<file path="src/rtl/assert_macros.svh">
// Assertion macros shared by the differential position PID RTL.
// Included by the modules that carry concurrent assertions.
`ifndef ASSERT_MACROS_SVH
`define ASSERT_MACROS_SVH

// Checks a property at every rising edge outside reset.
`define ASSERT_PROP(lbl, clk, rst_n, prop, msg) \
  lbl: assert property (@(posedge clk) disable iff (!rst_n) prop) \
    else $error(msg);

// Checks that a condition never holds outside reset.
`define ASSERT_NEVER(lbl, clk, rst_n, cond, msg) \
  lbl: assert property (@(posedge clk) disable iff (!rst_n) !(cond)) \
    else $error(msg);

`endif

</file>
<file path="src/rtl/dpp_pkg.sv">
// Package for the differential position PID: opcodes, register indexes,
// fixed-point constants and the error stage record. No dependencies.
package dpp_pkg;

  localparam int unsigned DiffW   = 16;
  localparam int unsigned SumW    = 32;
  localparam int unsigned DeltaW  = DiffW + 1;
  localparam int unsigned GainW   = 32;
  localparam int unsigned DutyW   = 17;
  localparam int unsigned CorrW   = 64;
  localparam int unsigned FracW   = 16;
  localparam int unsigned CfgIdxW = 2;

  localparam logic [DutyW-1:0] DutyOne = DutyW'(65536);
  localparam logic [DutyW-1:0] BaseDutyReset = DutyW'(32768);

  typedef enum logic {
    OP_UPDATE = 1'b0,
    OP_CLEAR  = 1'b1
  } op_e;

  typedef enum logic [CfgIdxW-1:0] {
    CFG_GAIN_P    = 2'd0,
    CFG_GAIN_I    = 2'd1,
    CFG_GAIN_D    = 2'd2,
    CFG_BASE_DUTY = 2'd3
  } cfg_idx_e;

  typedef struct packed {
    logic signed [DiffW-1:0]  diff;
    logic signed [SumW-1:0]   sum;
    logic signed [DeltaW-1:0] delta;
  } err_stage_t;

  typedef struct packed {
    logic signed [GainW-1:0] kp;
    logic signed [GainW-1:0] ki;
    logic signed [GainW-1:0] kd;
  } gains_t;

endpackage

</file>
<file path="src/rtl/dpp_err.sv">
// Error stage: saturating error sum, previous difference and the input register.
// Depends on dpp_pkg and assert_macros.svh.
`include "assert_macros.svh"

module dpp_err import dpp_pkg::*; (
  input  logic                    clk_i,
  input  logic                    rst_ni,
  input  logic                    in_valid_i,
  output logic                    in_ready_o,
  input  op_e                     opcode_i,
  input  logic signed [DiffW-1:0] diff_i,
  output logic                    out_valid_o,
  input  logic                    out_ready_i,
  output err_stage_t              out_o
);

  logic                    valid_q, valid_d;
  logic signed [SumW-1:0]  err_sum_q, err_sum_d;
  logic signed [DiffW-1:0] last_diff_q, last_diff_d;
  err_stage_t              stage_q, stage_d;
  logic signed [SumW:0]    sum_wide;
  logic signed [SumW-1:0]  sum_sat;
  logic                    accept;
  logic                    update;

  assign in_ready_o = !valid_q || out_ready_i;
  assign accept     = in_valid_i && in_ready_o;
  assign update     = accept && (opcode_i == OP_UPDATE);

  always_comb begin
    sum_wide = {err_sum_q[SumW-1], err_sum_q} + (SumW+1)'(diff_i);
    if (sum_wide[SumW] != sum_wide[SumW-1]) begin
      sum_sat = sum_wide[SumW] ? {1'b1, {(SumW-1){1'b0}}} : {1'b0, {(SumW-1){1'b1}}};
    end else begin
      sum_sat = sum_wide[SumW-1:0];
    end
  end

  always_comb begin
    valid_d     = valid_q;
    err_sum_d   = err_sum_q;
    last_diff_d = last_diff_q;
    stage_d     = stage_q;
    if (in_ready_o) begin
      valid_d = update;
    end
    if (accept) begin
      if (opcode_i == OP_CLEAR) begin
        err_sum_d   = '0;
        last_diff_d = '0;
      end else begin
        err_sum_d     = sum_sat;
        last_diff_d   = diff_i;
        stage_d.diff  = diff_i;
        stage_d.sum   = sum_sat;
        stage_d.delta = DeltaW'(diff_i) - DeltaW'(last_diff_q);
      end
    end
  end

  always_ff @(posedge clk_i or negedge rst_ni) begin
    if (!rst_ni) begin
      valid_q     <= 1'b0;
      err_sum_q   <= '0;
      last_diff_q <= '0;
    end else begin
      valid_q     <= valid_d;
      err_sum_q   <= err_sum_d;
      last_diff_q <= last_diff_d;
    end
  end

  always_ff @(posedge clk_i) begin
    stage_q <= stage_d;
  end

  assign out_valid_o = valid_q;
  assign out_o       = stage_q;

  `ASSERT_PROP(a_clear_zeroes, clk_i, rst_ni,
    accept && (opcode_i == OP_CLEAR) |=> (err_sum_q == '0) && (last_diff_q == '0),
    "error state not cleared by clear opcode")
  `ASSERT_PROP(a_clear_no_result, clk_i, rst_ni,
    accept && (opcode_i == OP_CLEAR) |=> !valid_q, "clear opcode produced a result")

endmodule

</file>
<file path="config.mk">
export PLATFORM = sky130hd
export DESIGN_NAME = dpp_err
export DESIGN_NICKNAME = d
export VERILOG_FILES = /design/src/rtl/dpp_pkg.sv /design/src/rtl/dpp_err.sv
export VERILOG_INCLUDE_DIRS = /design/src /design/src/rtl
export SDC_FILE = /design/constraint.sdc
export NUM_CORES = 1
export LEC_CHECK = 0
export BUFFER_PORTS_ARGS = -buffer_cell sky130_fd_sc_hd__buf_2
export CAP_MARGIN = 15
export CORE_MARGIN = 2
export CORE_UTILIZATION = 58
export CTS_CLUSTER_DIAMETER = 80
export DETAILED_ROUTE_END_ITERATION = 6
export PLACE_DENSITY_LB_ADDON = 0.05
export REMOVE_ABC_BUFFERS = 1
export SYNTH_ARGS = -nofsm -noshare
export SYNTH_HDL_FRONTEND = slang
export SYNTH_SLANG_ARGS = --single-unit
</file>
<file path="constraint.sdc">
create_clock -name clk_i -period 3.9 [get_ports clk_i]
set_input_delay 1.17 -clock clk_i [delete_from_list [all_inputs] [get_ports clk_i]]
set_output_delay 1.17 -clock clk_i [all_outputs]
set_load 0.01 [all_outputs]
</file>
==> results of run 1 <==
==> logic make-up (layout without fill, tap and decap cells) <==
logic type	count (synthesis)	count (layout)	share of synthesized area (%)
multiplexers	2	2	0.567
flip-flops	114	114	48.0
buffers and inverters	61	265	3.74
AND/OR/NAND/NOR	168	169	12.4
AO/OA/AOI/OAI	208	208	20.7
adder cells (fa/ha/maj)	50	50	9.68
XOR/XNOR	37	37	4.89
==> cell type report <==
type	count	area, sq um
multi-input cells	466	3250
flip-flops and latches	114	3180
fillers	792	2590
repair buffers	200	1350
clock buffers	23	498
well taps	143	179
inverters	33	124
clock inverters	9	103
==> stage by stage <==
stage	utilization (%)	hold slack (ps)
6_report	77.0	481
5_1_grt	77.0	513
4_1_cts	76.0	482
3_5_place_dp	70.5	470
3_3_place_gp	70.5	462
2_1_floorplan	-	450
==> critical path: stages <==
cell and delay [ps]:
buf_2 180, buf_4 190, ha_1 220, a21oi_1 140, o21ai_1 90, a211o_1 300
a2111o_1 410, o221a_2 280, or3_4 410, mux2_4 320, buf_4 190, o21ai_0 140
a22o_1 180
==> worst min-delay path by stage <==
stage	startpoint	to
floorplan	last_diff_q[10]$_DFFE_PN0P_	last_diff_q[10]$_DFFE_PN0P_
global placement	last_diff_q[11]$_DFFE_PN0P_	last_diff_q[11]$_DFFE_PN0P_
CTS	last_diff_q[15]$_DFFE_PN0P_	last_diff_q[15]$_DFFE_PN0P_
finish	last_diff_q[13]$_DFFE_PN0P_	last_diff_q[13]$_DFFE_PN0P_
detailed placement	last_diff_q[15]$_DFFE_PN0P_	last_diff_q[15]$_DFFE_PN0P_
global route	last_diff_q[13]$_DFFE_PN0P_	last_diff_q[13]$_DFFE_PN0P_
==> sequential cells by signal (all words and copies together) (netlist names) <==
name,cells
last_diff_q,16
err_sum_q,32
out_valid_o,1
out_o,65
==> cell usage after synthesis (4+ instances only) <==
cell       n  share of area [%]
a211oi_1   4               0.45
a21o_1    14                1.6
a21oi_1   31                2.3
a22o_1     5               0.66
a31oi_1    7               0.66
and2_1     7               0.66
and3_1     5               0.47
clkbuf_1  22                1.2
dfrtp_1   49                 19
edfxtp_1  65                 29
ha_1      48                9.1
inv_1     33                1.9
nand2_1   72                4.1
nand2b_1  21                2.0
nand3_1    7               0.53
nand4_1    7               0.66
nor2_1    19                1.1
nor2b_1    6               0.57
nor3_1     7               0.53
o211ai_1  12                1.4
o21a_1     9                1.0
o21ai_0   69                5.2
o21bai_1   5               0.57
o311ai_0   6               0.79
o311ai_1  15                2.0
or2_2      8               0.76
xnor2_1   18                2.4
xor2_1    19                2.5
==> per-layer routing <==
| metal | up-vias | wire, um | GRT usage, % |
|---|---|---|---|
| li1 | 2759 | - | - |
| met1 | 2825 | 7420 | 35.7 |
| met2 | 208 | 9610 | 53.6 |
| met3 | 48 | 849 | 5.69 |
| met4 | 0 | 607 | 14.9 |
| met5 | - | 0 | 0 |
==> power groups by stage <==
stage	Sequential (mW)	Clock, mW	Combinational (mW)
3_3_place_gp	1.93	0	3.35
4_1_cts	1.92	1.57	3.49
3_5_place_dp	1.94	0	3.42
5_1_grt	1.95	1.63	3.97
2_1_floorplan	1.94	0	1.93
6_report	1.93	1.57	3.66
==> cell usage in the layout (no fill, tap or decap), drive strengths merged, types with 3 or more instances in the layout <==
cell,n
a211o,3
a211oi,4
a21boi,3
a21o,14
a21oi,32
a22o,5
a31oi,7
and2,7
and3,5
buf,198
clkbuf,25
clkinv,5
dfrtp,49
edfxtp,65
ha,48
inv,33
nand2,72
nand2b,23
nand3,7
nand4,7
nor2,19
nor2b,6
nor3,7
o211ai,12
o21a,9
o21ai,71
o21bai,5
o221a,3
o311ai,21
o31ai,4
or2,9
or3,4
xnor2,18
xor2,19
==> repair_timing <==
action / CTS / global route
pin swaps: 0 / 2
gates resized for setup: 1 / 10
setup buffers: 0 / 3
endpoints found under the setup margin: 1 / 34
cloned: 1 / 2
==> flow_metrics.env, run 1 <==
export IMPL_outcome="completed"
export IMPL_power_frac_comb_pct=51.1
export IMPL_vias_per_cell=5.91
export IMPL_ys_ff_latch=114
export IMPL_drtIter0Drc=426
export IMPL_final_cells=988
export IMPL_netlist_instances=640
export IMPL_seq_power_share_pct=26.9
export IMPL_num_nets_final=903
export IMPL_die_area_sq_um=12300
export IMPL_syn_to_final_growth_pct=31.1
export IMPL_gp_routability_congestion=0.946
export IMPL_placed_cells=950
export IMPL_rsz0062_at_grt="yes"
export IMPL_die_w_um=111
export IMPL_cts_buffer_depth=2
export IMPL_fin_tns_setup_ps=0
export IMPL_final_antenna_net_count=0
export IMPL_vias=5840
export IMPL_synth_edf_count=65
export IMPL_setup_slack_ps=17.3
export IMPL_ff2ff_setup_slack_ps=590
export IMPL_worstPathMaxFanout=13
export IMPL_synth_seq_area_share_pct=48.0
export IMPL_grt_pass1_vias=5887
export IMPL_yosys_most_used_dff="edfxtp_1"
export IMPL_p_leak_nw=3.94
export IMPL_numCtsBuffers=17
export IMPL_crit_type="input pin to register"
export IMPL_relSlewSlack_pct=47.9
export IMPL_synthArstFlopShare_pct=43.0
export IMPL_grt_pass1_wl_um=29200
export IMPL_first_pass_iters=5
export IMPL_place_ws_ps=-458
export IMPL_p_int_mw=4.46
export IMPL_clk_pin_slew_ps=50
export IMPL_grt_usage_pct=30.4
export IMPL_cp_arrival_ps=4240
export IMPL_antenna_found_initial=0
export IMPL_finalCriticalPeriod_ps=3880
export IMPL_clkPwrFrac_pct=21.9
export IMPL_clock_sinks=114
export IMPL_grt_max_degree=65
export IMPL_peakVddDrop_v=0.000503
export IMPL_worstHoldPathType="register to register"
export IMPL_start_util_pct=58.7
export IMPL_cts_root_buf="clkbuf_16"
export IMPL_worstSetupEndpointType="register"
export IMPL_syn_area_per_cell_sq_um=10.3
export IMPL_final_hold_viol_count=0
export IMPL_h_tree_depth=4
export IMPL_drc_errors=0
export IMPL_power_density_nw_per_um2=824
export IMPL_maxCapViolCount=0
export IMPL_portBuffers=87
export IMPL_drt_total_wl_um=18500
export IMPL_finalSetupViolations=0
export IMPL_wl_per_cell_um=18.7
export IMPL_yosys_warnings=0
export IMPL_finalPower_mw=7.15
export IMPL_clk_latency_ps=420
export IMPL_synth_cell_types=60
export IMPL_design_area_sq_um=8680
export IMPL_cp_endpoint="err_sum_q[22]$_DFFE_PN0P_"
export IMPL_crit_start="diff_i[15]"
export IMPL_required_ps=4260
export IMPL_p_switching_mw=2.70
export IMPL_rows=39
export IMPL_fin_crit_sh_pct=99.6
export IMPL_cts_hold_buf=0
export IMPL_dpl_instance_area_sq_um=7950
export IMPL_swShare_pct=37.7
export IMPL_grt_overflow_total=0
export IMPL_cp_start_kind="input pin"
export IMPL_tritoncts="done"
export IMPL_core_area_sq_um=11300
export IMPL_place_hpwl_um=13000
export IMPL_syn_cell_area_sq_um=6620
export IMPL_rr_worst_depth=14
export IMPL_fmax_mhz=258
export IMPL_worst_slew_pin_slew_ps=781
export IMPL_antenna_cells=0
export IMPL_hold_depth=2
export IMPL_slew_violations=0
export IMPL_finClkSkew_ps=9.29
export IMPL_die_h_um=111
export IMPL_boundaryPins=88
export IMPL_drive_above_1_share_pct=30.5
export IMPL_timing_rr_end="out_o[47]$_DFFE_PP_"
export IMPL_reg2reg_from="err_sum_q[0]$_DFFE_PN0P_"
(Power assumes the default switching activity.)
==> inputs of run 2 (changes only) <==
Settings changed: BUFFER_PORTS_ARGS -buffer_cell sky130_fd_sc_hd__buf_2 to -buffer_cell sky130_fd_sc_hd__buf_4, PLACE_DENSITY_LB_ADDON 0.05 to 0.25.
==> run 2 against run 1 <==
Effect of this change:
- clock power decreased by 5%
- clock skew barely moved
- fmax grew 1.3%
- setup slack improved by 51 ps
- die area unchanged
- first-iteration DRC count up 4.5%
- wire length down 3.2%
- critical path depth did not move
- clock-buffer cell count is 1 higher
==> flow_metrics.env, run 2 (same netlist as run 1, synthesis figures left out) <==
export IMPL_outcome="completed"
export IMPL_place_hpwl_um=12300
export IMPL_relSlewSlack_pct=54.3
export IMPL_peakVddDrop_v=0.000538
export IMPL_cts_root_buf="clkbuf_16"
export IMPL_reg2reg_from="err_sum_q[23]$_DFFE_PN0P_"
export IMPL_rr_worst_depth=10
export IMPL_cts_buffer_depth=2
export IMPL_grt_pass1_wl_um=29100
export IMPL_antenna_cells=0
export IMPL_grt_max_degree=65
export IMPL_drc_errors=0
export IMPL_cp_arrival_ps=4110
export IMPL_worst_slew_pin_slew_ps=686
export IMPL_worstHoldPathType="register to register"
export IMPL_register_area_sq_um=3180
export IMPL_die_w_um=111
export IMPL_multi_input_area_sq_um=3250
export IMPL_hold_depth=2
export IMPL_largest_register_ffs=65
export IMPL_met2_usage_pct=52.5
export IMPL_crit_slowest_cell="or3_4"
export IMPL_tritoncts="done"
export IMPL_drive_above_1_share_pct=29.3
export IMPL_die_area_sq_um=12300
export IMPL_grt_pass1_vias=5910
export IMPL_hold_end="last_diff_q[13]$_DFFE_PN0P_"
export IMPL_fin_tns_setup_ps=0
export IMPL_h_tree_depth=4
export IMPL_gr_max_usage_layer="met2"
export IMPL_vias=5762
export IMPL_required_ps=4180
export IMPL_fin_crit_sh_pct=98.2
export IMPL_hold_worst_slack_ps=483
export IMPL_clk_pin_slew_ps=50
export IMPL_ff2ff_setup_slack_ps=650
export IMPL_p_leak_nw=3.96
export IMPL_maxCapViolCount=0
export IMPL_rows=39
export IMPL_syn_to_final_growth_pct=32.9
export IMPL_final_hold_viol_count=0
export IMPL_finalPower_mw=6.91
export IMPL_gp_routability_congestion=0.920
export IMPL_grt_overflow_total=0
export IMPL_finClkSkew_ps=8.99
export IMPL_cts_hold_buf=0
export IMPL_min_from="last_diff_q[13]$_DFFE_PN0P_"
export IMPL_numCtsBuffers=17
export IMPL_met1_usage_pct=36.2
export IMPL_slew_violations=0
export IMPL_worstPathMaxFanout=13
export IMPL_antenna_found_initial=0
export IMPL_wl_per_cell_um=18.3
export IMPL_start_util_pct=58.7
export IMPL_clock_sinks=114
export IMPL_crit_type="input pin to register"
export IMPL_worstPathCellList="buf_4 -> buf_4 -> ha_1 -> buf_4 -> a21oi_1 -> o21ai_0 -> a21oi_2 -> a311oi_2 -> o221a_2 -> or3_4 -> mux2_4 -> nand2b_4 -> o311ai_0"
export IMPL_num_nets_final=895
export IMPL_first_pass_iters=5
export IMPL_final_antenna_net_count=0
export IMPL_layout_commonest_cell="buf_4"
export IMPL_vias_per_cell=5.88
export IMPL_critPathMaxStageDelay_ps=410
export IMPL_core_area_sq_um=11300
export IMPL_boundaryPins=88
export IMPL_clk_latency_ps=420
export IMPL_drtIter0Drc=445
export IMPL_finalSetupViolations=0
export IMPL_cp_common_cell="buf_4"
export IMPL_setup_slack_ps=68.3
export IMPL_drt_total_wl_um=17900
export IMPL_fillers=732
export IMPL_worstSetupEndpointType="register"
export IMPL_grt_usage_pct=29.7
export IMPL_cp_start_kind="input pin"
export IMPL_final_cell_mix="186 x buf_4, 70 x nand2_1, 69 x o21ai_0, 65 x edfxtp_1, 49 x dfrtp_1"
export IMPL_met3_usage_pct=6.83
export IMPL_power_density_nw_per_um2=785
export IMPL_place_ws_ps=-390
export IMPL_finalCriticalPeriod_ps=3830
export IMPL_fmax_mhz=261
export IMPL_timing_rr_end="err_sum_q[8]$_DFFE_PN0P_"
export IMPL_die_h_um=111
export IMPL_portBuffers=87
-- run 2: cell types whose count changed in the layout (fill, tap and decap cells not counted), sizes merged --
cell | before | now
buf | 198 | 192
clkbuf | 25 | 24
clkinvlp | 2 | 1
-- run 2: per-layer routing --
metal	part of all wire (%)	vias up
li1	-	2745
met1	42	2815
met2	51	174
met3	4.8	28
met4	1.8	0
met5	0	-
-- run 2: timing repair --
action / in CTS / in global routing
pin swaps: 0 / 2
buffers inserted: 0 / 1
cloned: 0 / 1
setup endpoints to repair: 1 / 63
resized for setup: 1 / 10
-- run 2: cell type report --
| cell class | count | area share (%) |
|---|---|---|
| Timing Repair Buffer | 192 | 17.1 |
| Inverter | 33 | 1.41 |
| Clock inverter | 8 | 1.01 |
| Sequential cell | 114 | 36.1 |
| Multi-Input combinational cell | 466 | 37.0 |
| Tap cell | 143 | 2.03 |
| Clock buffer | 24 | 5.36 |
-- run 2: critical path, delay by kind of cell --
kind            cells  cell delay, ps
compound gates      6            1180
simple gates        2             660
fa+ha+maj           1             310
buf+inv             3             480
mux                 1             300
-- run 2: where the power goes --
group	total, mW	switching [mW]	leakage [nW]	internal, mW
clock network	1.49	0.529	0.271	0.963
logic	3.51	1.86	2.45	1.64
registers	1.91	0.157	1.24	1.75
-- run 2: worst max path at each step --
stage                startpoint                        end  slack [ps]
global placement     diff_i[15]  err_sum_q[21]$_DFFE_PN0P_        -290
detailed placement    diff_i[0]        out_o[16]$_DFFE_PP_        -390
finish               diff_i[15]   err_sum_q[8]$_DFFE_PN0P_          70
floorplan           out_ready_i  err_sum_q[10]$_DFFE_PN0P_       -1070
CTS                  diff_i[15]   err_sum_q[8]$_DFFE_PN0P_          10
global route         diff_i[15]  err_sum_q[21]$_DFFE_PN0P_         -40
-- run 2: stage by stage --
step	cells	cell area (sq um)	utilization, %
after floorplan	612	6500	-
after global placement	946	8180	72.5
after detailed placement	946	8180	72.5
after CTS	978	8740	77.6
after global routing	980	8800	78.1
final	980	8800	78.1
